### config.mk
export PLATFORM = sky130hd
export DESIGN_NAME = spectrum_peak_picker
export DESIGN_NICKNAME = d
export VERILOG_FILES = /design/src/sv/spp_pkg.sv /design/src/sv/spectrum_peak_picker.sv
export SDC_FILE = /design/constraint.sdc
export NUM_CORES = 1
export LEC_CHECK = 0
export BUFFER_PORTS_ARGS = -buffer_cell sky130_fd_sc_hd__clkbuf_2
export CAP_MARGIN = 15
export CORE_AREA = 3 3 195 217
export DETAILED_ROUTE_END_ITERATION = 6
export DIE_AREA = 0 0 198 220
export PLACE_DENSITY = 0.73
export SKIP_CTS_REPAIR_TIMING = 1
export SYNTH_ARGS = -nofsm -noshare
export SYNTH_HDL_FRONTEND = slang
export SYNTH_SLANG_ARGS = --single-unit
### constraint.sdc
create_clock -name clock -period 8.7 [get_ports clock]
set_input_delay 2.175 -clock clock [delete_from_list [all_inputs] [get_ports clock]]
set_output_delay 2.175 -clock clock [all_outputs]
set_load 0.01 [all_outputs]
### src/sv/spp_pkg.sv
// Package for the spectrum peak picker: sample and field widths, default frame length.
package spp_pkg;

   // sample width of each complex component (fixed by the input fields)
   localparam int SAMPLE_BITS      = 16;
   // default longest frame in bins
   localparam int MAX_BINS_DEFAULT = 4096;

   // sum of squares and root widths
   localparam int SUM_W  = 2 * SAMPLE_BITS;
   localparam int ROOT_W = SAMPLE_BITS;
   localparam int REM_W  = ROOT_W + 2;

   // result field widths
   localparam int MAG_W   = 16;
   localparam int PBIN_W  = 12;
   localparam int ORD_W   = 11;
   localparam logic [ORD_W-1:0] ORD_MAX = '1;

   // packed stream widths
   localparam int REQ_DATA_W = 32;
   localparam int RSP_DATA_W = 40;

endpackage

### src/sv/spectrum_peak_picker.sv
// Spectrum peak picker: magnitude by shared multiplier and bit-serial root, 3-point maxima.
// From acceptance to the result register each word passes through the shared
// multiplier (re squared, then im squared added), the bit-serial square root
// (two radicand bits per cycle) and a final step to decide and emit.
// req_tready is high only while the sequencer idles, so a new word is taken only after the last is done;
// the decide step waits while it has a result to emit and the previous result has not been taken.
// Synchronous active-high reset clears sequencer, output valid, magnitudes and bin and peak counters.
module spectrum_peak_picker #(
   parameter int MAX_BINS = spp_pkg::MAX_BINS_DEFAULT
) (
   input  logic                          clock,
   input  logic                          reset,
   // req_tdata: real_part [15:0], imag_part [31:16]
   input  logic [spp_pkg::REQ_DATA_W-1:0] req_tdata,
   input  logic                          req_tlast,   // last_bin
   input  logic                          req_tvalid,
   output logic                          req_tready,
   // rsp_tdata: peak_bin [11:0], peak_magnitude [27:12], peak_ordinal [38:28], zero [39]
   output logic [spp_pkg::RSP_DATA_W-1:0] rsp_tdata,
   output logic                          rsp_tuser,   // peak_found
   output logic                          rsp_tlast,   // frame_end
   output logic                          rsp_tvalid,
   input  logic                          rsp_tready
);

   localparam int SB     = spp_pkg::SAMPLE_BITS;
   localparam int SUM_W  = spp_pkg::SUM_W;
   localparam int ROOT_W = spp_pkg::ROOT_W;
   localparam int REM_W  = spp_pkg::REM_W;
   localparam int MAG_W  = spp_pkg::MAG_W;
   localparam int PBIN_W = spp_pkg::PBIN_W;
   localparam int ORD_W  = spp_pkg::ORD_W;
   localparam int BIN_W  = $clog2(MAX_BINS);
   localparam int EXT_W  = (BIN_W > PBIN_W) ? BIN_W : PBIN_W;
   localparam int ITER   = ROOT_W;
   localparam int CNT_W  = $clog2(ITER);
   localparam int PAD_W  = spp_pkg::RSP_DATA_W - PBIN_W - MAG_W - ORD_W;
   localparam logic [BIN_W-1:0] LAST_IDX = BIN_W'(MAX_BINS - 1);
   localparam logic [CNT_W-1:0] LAST_IT  = CNT_W'(ITER - 1);

   typedef enum logic [4:0] {
      ST_IDLE   = 5'b00001,
      ST_SQ_RE  = 5'b00010,
      ST_SQ_IM  = 5'b00100,
      ST_ROOT   = 5'b01000,
      ST_DECIDE = 5'b10000
   } state_type;

   state_type              state_ff, state_in;
   logic signed [SB-1:0]   re_ff, re_in;
   logic signed [SB-1:0]   im_ff, im_in;
   logic                   last_ff, last_in;
   logic [SUM_W-1:0]       sum_ff, sum_in;
   logic [REM_W-1:0]       rem_ff, rem_in;
   logic [ROOT_W-1:0]      root_ff, root_in;
   logic [CNT_W-1:0]       cnt_ff, cnt_in;
   logic [MAG_W-1:0]       prev_ff, prev_in;
   logic [MAG_W-1:0]       older_ff, older_in;
   logic [BIN_W-1:0]       bin_ff, bin_in;
   logic [ORD_W-1:0]       peaks_ff, peaks_in;
   logic                   rsp_valid_ff, rsp_valid_in;
   logic                   rsp_peak_ff, rsp_peak_in;
   logic                   rsp_end_ff, rsp_end_in;
   logic [PBIN_W-1:0]      rsp_bin_ff, rsp_bin_in;
   logic [MAG_W-1:0]       rsp_mag_ff, rsp_mag_in;
   logic [ORD_W-1:0]       rsp_ord_ff, rsp_ord_in;

   logic                   req_fire;
   logic signed [SB-1:0]   mul_op;
   logic signed [SUM_W-1:0] mul_prod;
   logic [REM_W-1:0]       rem_shift;
   logic [REM_W-1:0]       trial;
   logic                   trial_ok;
   logic [MAG_W-1:0]       mag;
   logic                   frame_end;
   logic                   is_peak;
   logic                   emit;
   logic                   out_free;
   logic [EXT_W-1:0]       idx_ext;

   assign req_tready = (state_ff == ST_IDLE);
   assign req_fire   = req_tvalid && req_tready;

   // shared multiplier: squares one component per cycle
   assign mul_op   = (state_ff == ST_SQ_RE) ? re_ff : im_ff;
   assign mul_prod = mul_op * mul_op;

   // one root digit: bring down two radicand bits, try 4*root+1
   assign rem_shift = {rem_ff[REM_W-3:0], sum_ff[SUM_W-1 -: 2]};
   assign trial     = {root_ff, 2'b01};
   assign trial_ok  = (rem_shift >= trial);

   // root of a 2*SB bit sum of squares always fits the magnitude width
   assign mag = MAG_W'(root_ff);

   // peak and frame-end decision
   assign frame_end = last_ff || (bin_ff == LAST_IDX);
   assign is_peak   = (bin_ff >= BIN_W'(2)) && (prev_ff > older_ff) && (prev_ff > mag);
   assign emit      = is_peak || frame_end;
   assign out_free  = !rsp_valid_ff || rsp_tready;
   assign idx_ext   = EXT_W'(is_peak ? (bin_ff - BIN_W'(1)) : bin_ff);

   always_comb begin
      state_in     = state_ff;
      re_in        = re_ff;
      im_in        = im_ff;
      last_in      = last_ff;
      sum_in       = sum_ff;
      rem_in       = rem_ff;
      root_in      = root_ff;
      cnt_in       = cnt_ff;
      prev_in      = prev_ff;
      older_in     = older_ff;
      bin_in       = bin_ff;
      peaks_in     = peaks_ff;
      rsp_valid_in = rsp_valid_ff && !rsp_tready;
      rsp_peak_in  = rsp_peak_ff;
      rsp_end_in   = rsp_end_ff;
      rsp_bin_in   = rsp_bin_ff;
      rsp_mag_in   = rsp_mag_ff;
      rsp_ord_in   = rsp_ord_ff;

      unique case (state_ff)
         ST_IDLE: begin
            if (req_fire) begin
               re_in    = req_tdata[SB-1:0];
               im_in    = req_tdata[2*SB-1:SB];
               last_in  = req_tlast;
               state_in = ST_SQ_RE;
            end
         end
         ST_SQ_RE: begin
            sum_in   = $unsigned(mul_prod);
            state_in = ST_SQ_IM;
         end
         ST_SQ_IM: begin
            sum_in   = sum_ff + $unsigned(mul_prod);
            rem_in   = '0;
            root_in  = '0;
            cnt_in   = '0;
            state_in = ST_ROOT;
         end
         ST_ROOT: begin
            rem_in  = trial_ok ? (rem_shift - trial) : rem_shift;
            root_in = {root_ff[ROOT_W-2:0], trial_ok};
            sum_in  = {sum_ff[SUM_W-3:0], 2'b00};
            cnt_in  = cnt_ff + CNT_W'(1);
            if (cnt_ff == LAST_IT) begin
               state_in = ST_DECIDE;
            end
         end
         ST_DECIDE: begin
            if (!emit || out_free) begin
               if (emit) begin
                  rsp_valid_in = 1'b1;
                  rsp_peak_in  = is_peak;
                  rsp_end_in   = frame_end;
                  rsp_bin_in   = idx_ext[PBIN_W-1:0];
                  rsp_mag_in   = is_peak ? prev_ff : '0;
                  rsp_ord_in   = peaks_ff;
               end
               if (frame_end) begin
                  prev_in  = '0;
                  older_in = '0;
                  bin_in   = '0;
                  peaks_in = '0;
               end else begin
                  older_in = prev_ff;
                  prev_in  = mag;
                  bin_in   = bin_ff + BIN_W'(1);
                  if (is_peak && (peaks_ff != spp_pkg::ORD_MAX)) begin
                     peaks_in = peaks_ff + ORD_W'(1);
                  end
               end
               state_in = ST_IDLE;
            end
         end
         default: begin
            state_in = ST_IDLE;
         end
      endcase
   end

   // control state
   always_ff @(posedge clock) begin
      if (reset) begin
         state_ff     <= ST_IDLE;
         prev_ff      <= '0;
         older_ff     <= '0;
         bin_ff       <= '0;
         peaks_ff     <= '0;
         rsp_valid_ff <= 1'b0;
      end else begin
         state_ff     <= state_in;
         prev_ff      <= prev_in;
         older_ff     <= older_in;
         bin_ff       <= bin_in;
         peaks_ff     <= peaks_in;
         rsp_valid_ff <= rsp_valid_in;
      end
   end

   // datapath and result word
   always_ff @(posedge clock) begin
      re_ff       <= re_in;
      im_ff       <= im_in;
      last_ff     <= last_in;
      sum_ff      <= sum_in;
      rem_ff      <= rem_in;
      root_ff     <= root_in;
      cnt_ff      <= cnt_in;
      rsp_peak_ff <= rsp_peak_in;
      rsp_end_ff  <= rsp_end_in;
      rsp_bin_ff  <= rsp_bin_in;
      rsp_mag_ff  <= rsp_mag_in;
      rsp_ord_ff  <= rsp_ord_in;
   end

   assign rsp_tvalid = rsp_valid_ff;
   assign rsp_tuser  = rsp_peak_ff;
   assign rsp_tlast  = rsp_end_ff;
   assign rsp_tdata  = {{PAD_W{1'b0}}, rsp_ord_ff, rsp_mag_ff, rsp_bin_ff};

   // every result word reports a peak, a frame end or both
   a_rsp_has_reason: assert property (@(posedge clock) disable iff (reset)
      rsp_valid_ff |-> (rsp_peak_ff || rsp_end_ff))
      else $error("result word with neither peak nor frame end");

   // a peak is strictly above a neighbour, so its magnitude cannot be zero
   a_peak_mag_nonzero: assert property (@(posedge clock) disable iff (reset)
      (rsp_valid_ff && rsp_peak_ff) |-> (rsp_mag_ff != '0))
      else $error("peak reported with zero magnitude");

   // frame end without a peak carries zero magnitude
   a_end_mag_zero: assert property (@(posedge clock) disable iff (reset)
      (rsp_valid_ff && !rsp_peak_ff) |-> (rsp_mag_ff == '0))
      else $error("non-peak result with nonzero magnitude");

   // an accepted word starts the multiplier sequence on the next cycle
   a_accept_starts: assert property (@(posedge clock) disable iff (reset)
      req_fire |=> (state_ff == ST_SQ_RE))
      else $error("accepted word did not start squaring");

   // the bin counter never passes the last allowed index
   a_bin_bound: assert property (@(posedge clock) disable iff (reset)
      bin_ff <= LAST_IDX)
      else $error("bin counter beyond frame limit");

endmodule

==> results.py, run 1 <==
metrics = {
    "routing": {
        "drc": 0,
        "viasPerCell": 5.49,
        "ant_nets": 0,
        "highest_layer": "met4",
        "drt-met1-wl_mm": 18.5,
        "wl_met2_mm": 24.3,
        "route.detailed.wl_per_inst_um": 16.9,
        "wirelength_mm": 46.4,
        "via_count": 15029,
        "dr.pass1.iters": 5,
        "first_iter_violations": 784,
        "wl_met3_mm": 2.07,
    },
    "final_layout": {
        "diodes": 0,
        "syn_to_final_growth_pct": 15.4,
        "final_nets": 2653,
        "stdcell_count": 2739,
        "multi_input_area_um2": 13400,
        "layout-drive-gt1-share_pct": 16.2,
        "register_area_um2": 5490,
        "num-fill-cells": 3301,
    },
    "setup_path": {
        "arrival_ns": 8.72,
        "crit_path_max_fanout": 6,
        "crit_top_cell": "fa_1",
        "worstSetupPathType": "reg -> reg",
        "end_kind": "flip-flop",
        "cp_slowest_cell": "fa_1",
        "worst_path_largest_cell_delay_ns": 0.53,
        "cp_data_required_time_ns": 8.98,
        "startpoint_type": "flip-flop",
        "reg2regPathDepth": 37,
    },
    "placed_design": {
        "io_buffer_count": 79,
        "dp_hpwl_mm": 35.5,
        "placed_cells": 2658,
        "place_congestion": 0.934,
    },
    "floorplan": {
        "row_count": 77,
        "ioPinCount": 81,
        "fp.dieH_um": 220,
        "dieArea_um2": 43600,
        "die_w_um": 198,
        "core-area_um2": 40100,
        "start_util_pct": 50.1,
    },
    "clocking": {
        "cts_tree": "built",
        "clk_path_buf_depth": 3,
        "clkTransAtPathRegs_ns": 0.06,
        "cts_made_buffers": 24,
        "insertion_delay_ns": 0.55,
        "cts-root-buf": "clkbuf_16",
        "cts.sinks": 203,
        "h-tree-depth": 1,
    },
    "sta": {
        "setup_viol": 0,
        "clock-skew-final_ns": 0.0192,
        "fin_crit_ns": 8.43,
        "post-route-period-util_pct": 96.9,
        "finalHoldViolCount": 0,
        "relSlewSlack_pct": 31.9,
        "slew_violations": 0,
        "fmax_mhz": 119,
        "tightest_slew_ns": 1.02,
        "hold_ws_ns": 0.470,
    },
    "yosys": {
        "synth_nets": 2505,
        "synth_xor_area_share_pct": 4.15,
        "synth_top_area_cell": "fa_1",
        "synthFlopType": "edfxtp_1",
        "synth-simple-area-share_pct": 12.3,
        "synth_fa_ha_area_share_pct": 34.3,
        "synth_most_common_cell": "inv_1",
        "syn-cell-area_um2": 20100,
        "yosys_warnings": 0,
        "synthTopCellsByCount": "inv_1 (384), fa_1 (237), nand2_1 (196)",
        "async_flop_share_pct": 0,
        "synth-compound-area-share_pct": 11.5,
        "synth_cell_types": 88,
        "syn_inst": 2060,
        "synth_edf_count": 142,
        "synth_area_per_cell_um2": 9.74,
        "synth.area.mux_share_pct": 1.80,
        "synth_top_area_share_pct": 23.6,
        "ys_seq_elements": 203,
        "synth_seq_area_share_pct": 27.3,
        "synthTopCellsByArea": "fa_1 (24%), edfxtp_1 (21%), ha_1 (11%)",
        "synth_top_family_by_area": "adder cells",
    },
    "min_path": {
        "hold_path_class": "reg -> reg",
        "min_path_cells": 2,
    },
    "grt": {
        "grt_max_degree": 63,
        "grt_use_total_pct": 20.3,
        "grt_pass1_vias": 15337,
        "grt_overflow": 0,
        "grt_pass1_wl_mm": 72.5,
        "antenna_found_initial": 0,
    },
    "outcome": {
        "status": "finished, final reports clean",
    },
    "flow_run": {
        "max_cap_viol_count": 0,
    },
}
==> metrics by stage <==
| stage | instance area, µm² | utilization, % | TNS, ns | setup slack, ns |
|---|---|---|---|---|
| finish | 23200 | 57.8 | 0 | 0.266 |
| global route | 23200 | 57.8 | -0.423 | -0.115 |
| CTS | 22200 | 55.5 | -0.109 | -0.0861 |
| detailed placement | 21400 | 53.3 | -0.0811 | -0.0666 |
| floorplan | 20100 | - | 0 | 0.0534 |
| global placement | 21400 | 53.3 | 0 | 0.0993 |
==> routing by layer <==
layer	up-vias	global-route usage [%]
met5	-	0
met4	0	6.72
met3	111	2.28
met2	371	37.1
met1	7456	25.0
li1	7091	-
==> path summary, 6_finish.rpt <==
| kind | startpoint | endpoint | slack, ns |
|---|---|---|---|
| hold reg to reg | prev_ff[0] | prev_ff[0] | 0.47 |
| hold / removal | prev_ff[0] | prev_ff[0] | 0.47 |
| setup / recovery | state_ff[3] | sum_ff[30] | 0.27 |
| setup reg to reg | state_ff[3] | sum_ff[30] | 0.27 |
==> logic make-up (layout without fill, tap and decap cells) <==
kind of cell | Yosys count | count (layout)
and+or+nand+nor | 537 | 537
buffers and inverters | 447 | 613
adders and majority gates | 408 | 408
AOI/OAI and AO/OA | 333 | 333
DFF | 203 | 203
xor gates and xnor gates | 95 | 95
muxes | 36 | 36
other | 1 | 1
==> layout by cell type (no fill, tap or decap), types with 8 or more instances in the layout <==
| cell | count |
|---|---|
| nand3_1 | 38 |
| xnor2_1 | 59 |
| dfxtp_1 | 60 |
| nor2b_1 | 9 |
| a22oi_1 | 22 |
| nand2_2 | 10 |
| clkbuf_16 | 28 |
| o211ai_1 | 13 |
| buf_6 | 9 |
| o21ai_1 | 10 |
| and3_1 | 27 |
| nand4_1 | 17 |
| nor2_4 | 8 |
| nand2b_1 | 21 |
| ha_1 | 159 |
| inv_1 | 373 |
| nand2_1 | 181 |
| a21oi_2 | 13 |
| fa_1 | 232 |
| or3_1 | 10 |
| xor2_1 | 32 |
| inv_2 | 10 |
| nor2_1 | 131 |
| nor3_1 | 21 |
| nor2_2 | 14 |
| a21oi_1 | 60 |
| edfxtp_1 | 142 |
| mux2i_1 | 29 |
| a21o_1 | 40 |
| buf_4 | 83 |
| and2_1 | 9 |
| ha_4 | 9 |
| o21ai_0 | 70 |
| clkbuf_2 | 79 |
| o21a_1 | 19 |
==> state kept, by name (all words and copies together), names as in the netlist, 4 cells and up <==
name        flops
bin_ff         12
im_ff          16
rsp_bin_ff     12
rsp_ord_ff     11
peaks_ff       11
cnt_ff          4
rsp_mag_ff     16
rem_ff         16
mag            16
state_ff        5
sum_ff         32
older_ff       16
prev_ff        16
re_ff          16
==> area by class of cell <==
type,instances,area share (%)
well taps,513,2.77
repair inverters,1,0.0324
clock inverters,12,0.697
inverters,391,6.45
flip-flops and latches,203,23.7
repair buffers,177,5.38
clock buffers,32,3.08
multi-input cells,1410,57.9
==> worst max-delay path: cells and delay by family (launching register included) <==
family | cells | cell delay (ns)
compound gates | 10 | 1.97
xor+xnor | 2 | 0.31
fa+ha+maj | 8 | 3.60
buf+inv | 11 | 1.08
flops | 1 | 0.32
mux | 1 | 0.15
simple gates | 5 | 0.71
Power of run 1 is left out: the tool's default activity adds up to more than one toggle a clock period on the data nets, which glitch-free logic cannot reach.
==> run 2, diff against run 1 <==
--- a/config.mk
+++ b/config.mk
@@ -10,6 +10,7 @@
 export CORE_AREA = 3 3 195 217
 export DETAILED_ROUTE_END_ITERATION = 6
 export DIE_AREA = 0 0 198 220
+export MAX_ROUTING_LAYER = met4
 export PLACE_DENSITY = 0.73
 export SKIP_CTS_REPAIR_TIMING = 1
 export SYNTH_ARGS = -nofsm -noshare
==> results.py, run 2 (synthesized netlist as in run 1, its figures left out) <==
metrics = {
    "sta": {
        "fin_crit_ns": 8.51,
        "rsz0062_at_grt": "yes",
        "hold_ws_ns": 0.468,
        "tightest_slew_ns": 1.03,
        "relSlewSlack_pct": 31.5,
        "setup_viol": 0,
        "fmax_mhz": 117,
        "finalHoldViolCount": 0,
        "slew_violations": 0,
        "post-route-period-util_pct": 97.8,
        "clock-skew-final_ns": 0.0199,
    },
    "setup_path": {
        "crit_path_max_fanout": 8,
        "r2r-end": "sum_ff[31]",
        "startpoint_type": "flip-flop",
        "crit_top_cell": "fa_1",
        "cp_slowest_cell": "fa_1",
        "arrival_ns": 8.76,
        "worst_path_largest_cell_delay_ns": 0.56,
        "end_kind": "flip-flop",
        "crit_start": "state_ff[3]",
        "rrSetupSlack_ns": 0.19,
        "reg2reg_from": "state_ff[3]",
        "worstSetupPathType": "reg -> reg",
        "cp_data_required_time_ns": 8.95,
        "reg2regPathDepth": 35,
    },
    "routing": {
        "drc": 0,
        "via_count": 14878,
        "wirelength_mm": 45.0,
        "ant_nets": 0,
        "viasPerCell": 5.44,
        "first_iter_violations": 840,
        "route.detailed.wl_per_inst_um": 16.5,
        "dr.pass1.iters": 5,
    },
    "final_layout": {
        "registers.top_by_ff_count": "sum_ff",
        "post-route-util_pct": 57.6,
        "diodes": 0,
        "final_nets": 2651,
        "multi_input_area_um2": 13500,
        "num-fill-cells": 3351,
        "final_common_cell": "inv_1",
        "syn_to_final_growth_pct": 15.0,
        "layout-drive-gt1-share_pct": 16.4,
        "finalInstanceArea_um2": 23100,
        "register_area_um2": 5490,
        "largest_reg_flops": 32,
        "layout_common_cells": "inv_1 (371), fa_1 (236), nand2_1 (178), ha_1 (156), edfxtp_1 (142)",
    },
    "min_path": {
        "min_to": "older_ff[12]",
        "hold_path_class": "reg -> reg",
        "min_path_cells": 2,
        "hp-start": "older_ff[12]",
    },
    "grt": {
        "grt_max_degree": 63,
        "grt_pass1_vias": 15189,
        "antenna_found_initial": 0,
        "grt_pass1_wl_mm": 72.2,
        "grt_overflow": 0,
        "grt_use_total_pct": 20.7,
    },
    "placed_design": {
        "dp_hpwl_mm": 35.0,
        "place_area_um2": 21400,
        "io_buffer_count": 79,
        "place_congestion": 0.964,
    },
    "clocking": {
        "insertion_delay_ns": 0.54,
        "h-tree-depth": 1,
        "cts.sinks": 203,
        "cts-root-buf": "clkbuf_16",
        "clk_path_buf_depth": 3,
        "clkTransAtPathRegs_ns": 0.06,
        "cts_tree": "built",
        "cts_made_buffers": 23,
    },
    "floorplan": {
        "dieArea_um2": 43600,
        "die_w_um": 198,
        "core-area_um2": 40100,
        "ioPinCount": 81,
        "fp.dieH_um": 220,
        "row_count": 77,
        "start_util_pct": 50.1,
    },
    "outcome": {
        "status": "finished, final reports clean",
    },
    "flow_run": {
        "max_cap_viol_count": 0,
    },
}
[run 2: area by class of cell]
class / count / area share [%]
multi-input combinational: 1410 / 58.4
sequential: 203 / 23.8
inverter: 391 / 6.44
timing repair buffer: 176 / 5.33
tap: 513 / 2.78
clock buffer: 30 / 2.74
clock inverter: 12 / 0.445
timing repair inverter: 1 / 0.0325
[run 2: critical path, delay by kind of cell, from the launching register on]
kind / cells / cell delay, ns
adders and majority gates: 8 / 3.73
AOI/OAI and AO/OA: 9 / 1.80
buffers and inverters: 9 / 1.13
and+or+nand+nor: 6 / 0.77
DFF: 1 / 0.33
xor gates and xnor gates: 2 / 0.23
muxes: 1 / 0.20
[run 2: worst max path at each step]
stage / end / cells after the start
after global placement: sum_ff[23] / 38
after floorplan: sum_ff[28] / 38
final: sum_ff[31] / 35
after CTS: sum_ff[28] / 38
after global routing: sum_ff[31] / 35
after detailed placement: sum_ff[28] / 38
[run 2: per-layer routing]
metal  track usage (%)  routed length (µm)  vias up
li1                  -                   -     7099
met1              25.4               18600     7374
met2              36.5               23500      323
met3              2.17                1750       82
met4              5.78                1130        0
met5                 -                   0        -
[run 2: stage by stage]
stage                     setup slack, ns  setup TNS (ns)  instances
after global placement              0.168               0       2659
after global routing               -0.155          -0.775       2736
after CTS                          -0.272           -1.08       2701
after detailed placement           -0.225          -0.646       2659
after floorplan                    0.0534               0       2060
final                               0.188               0       2736
Power of run 2 is left out for the same reason.
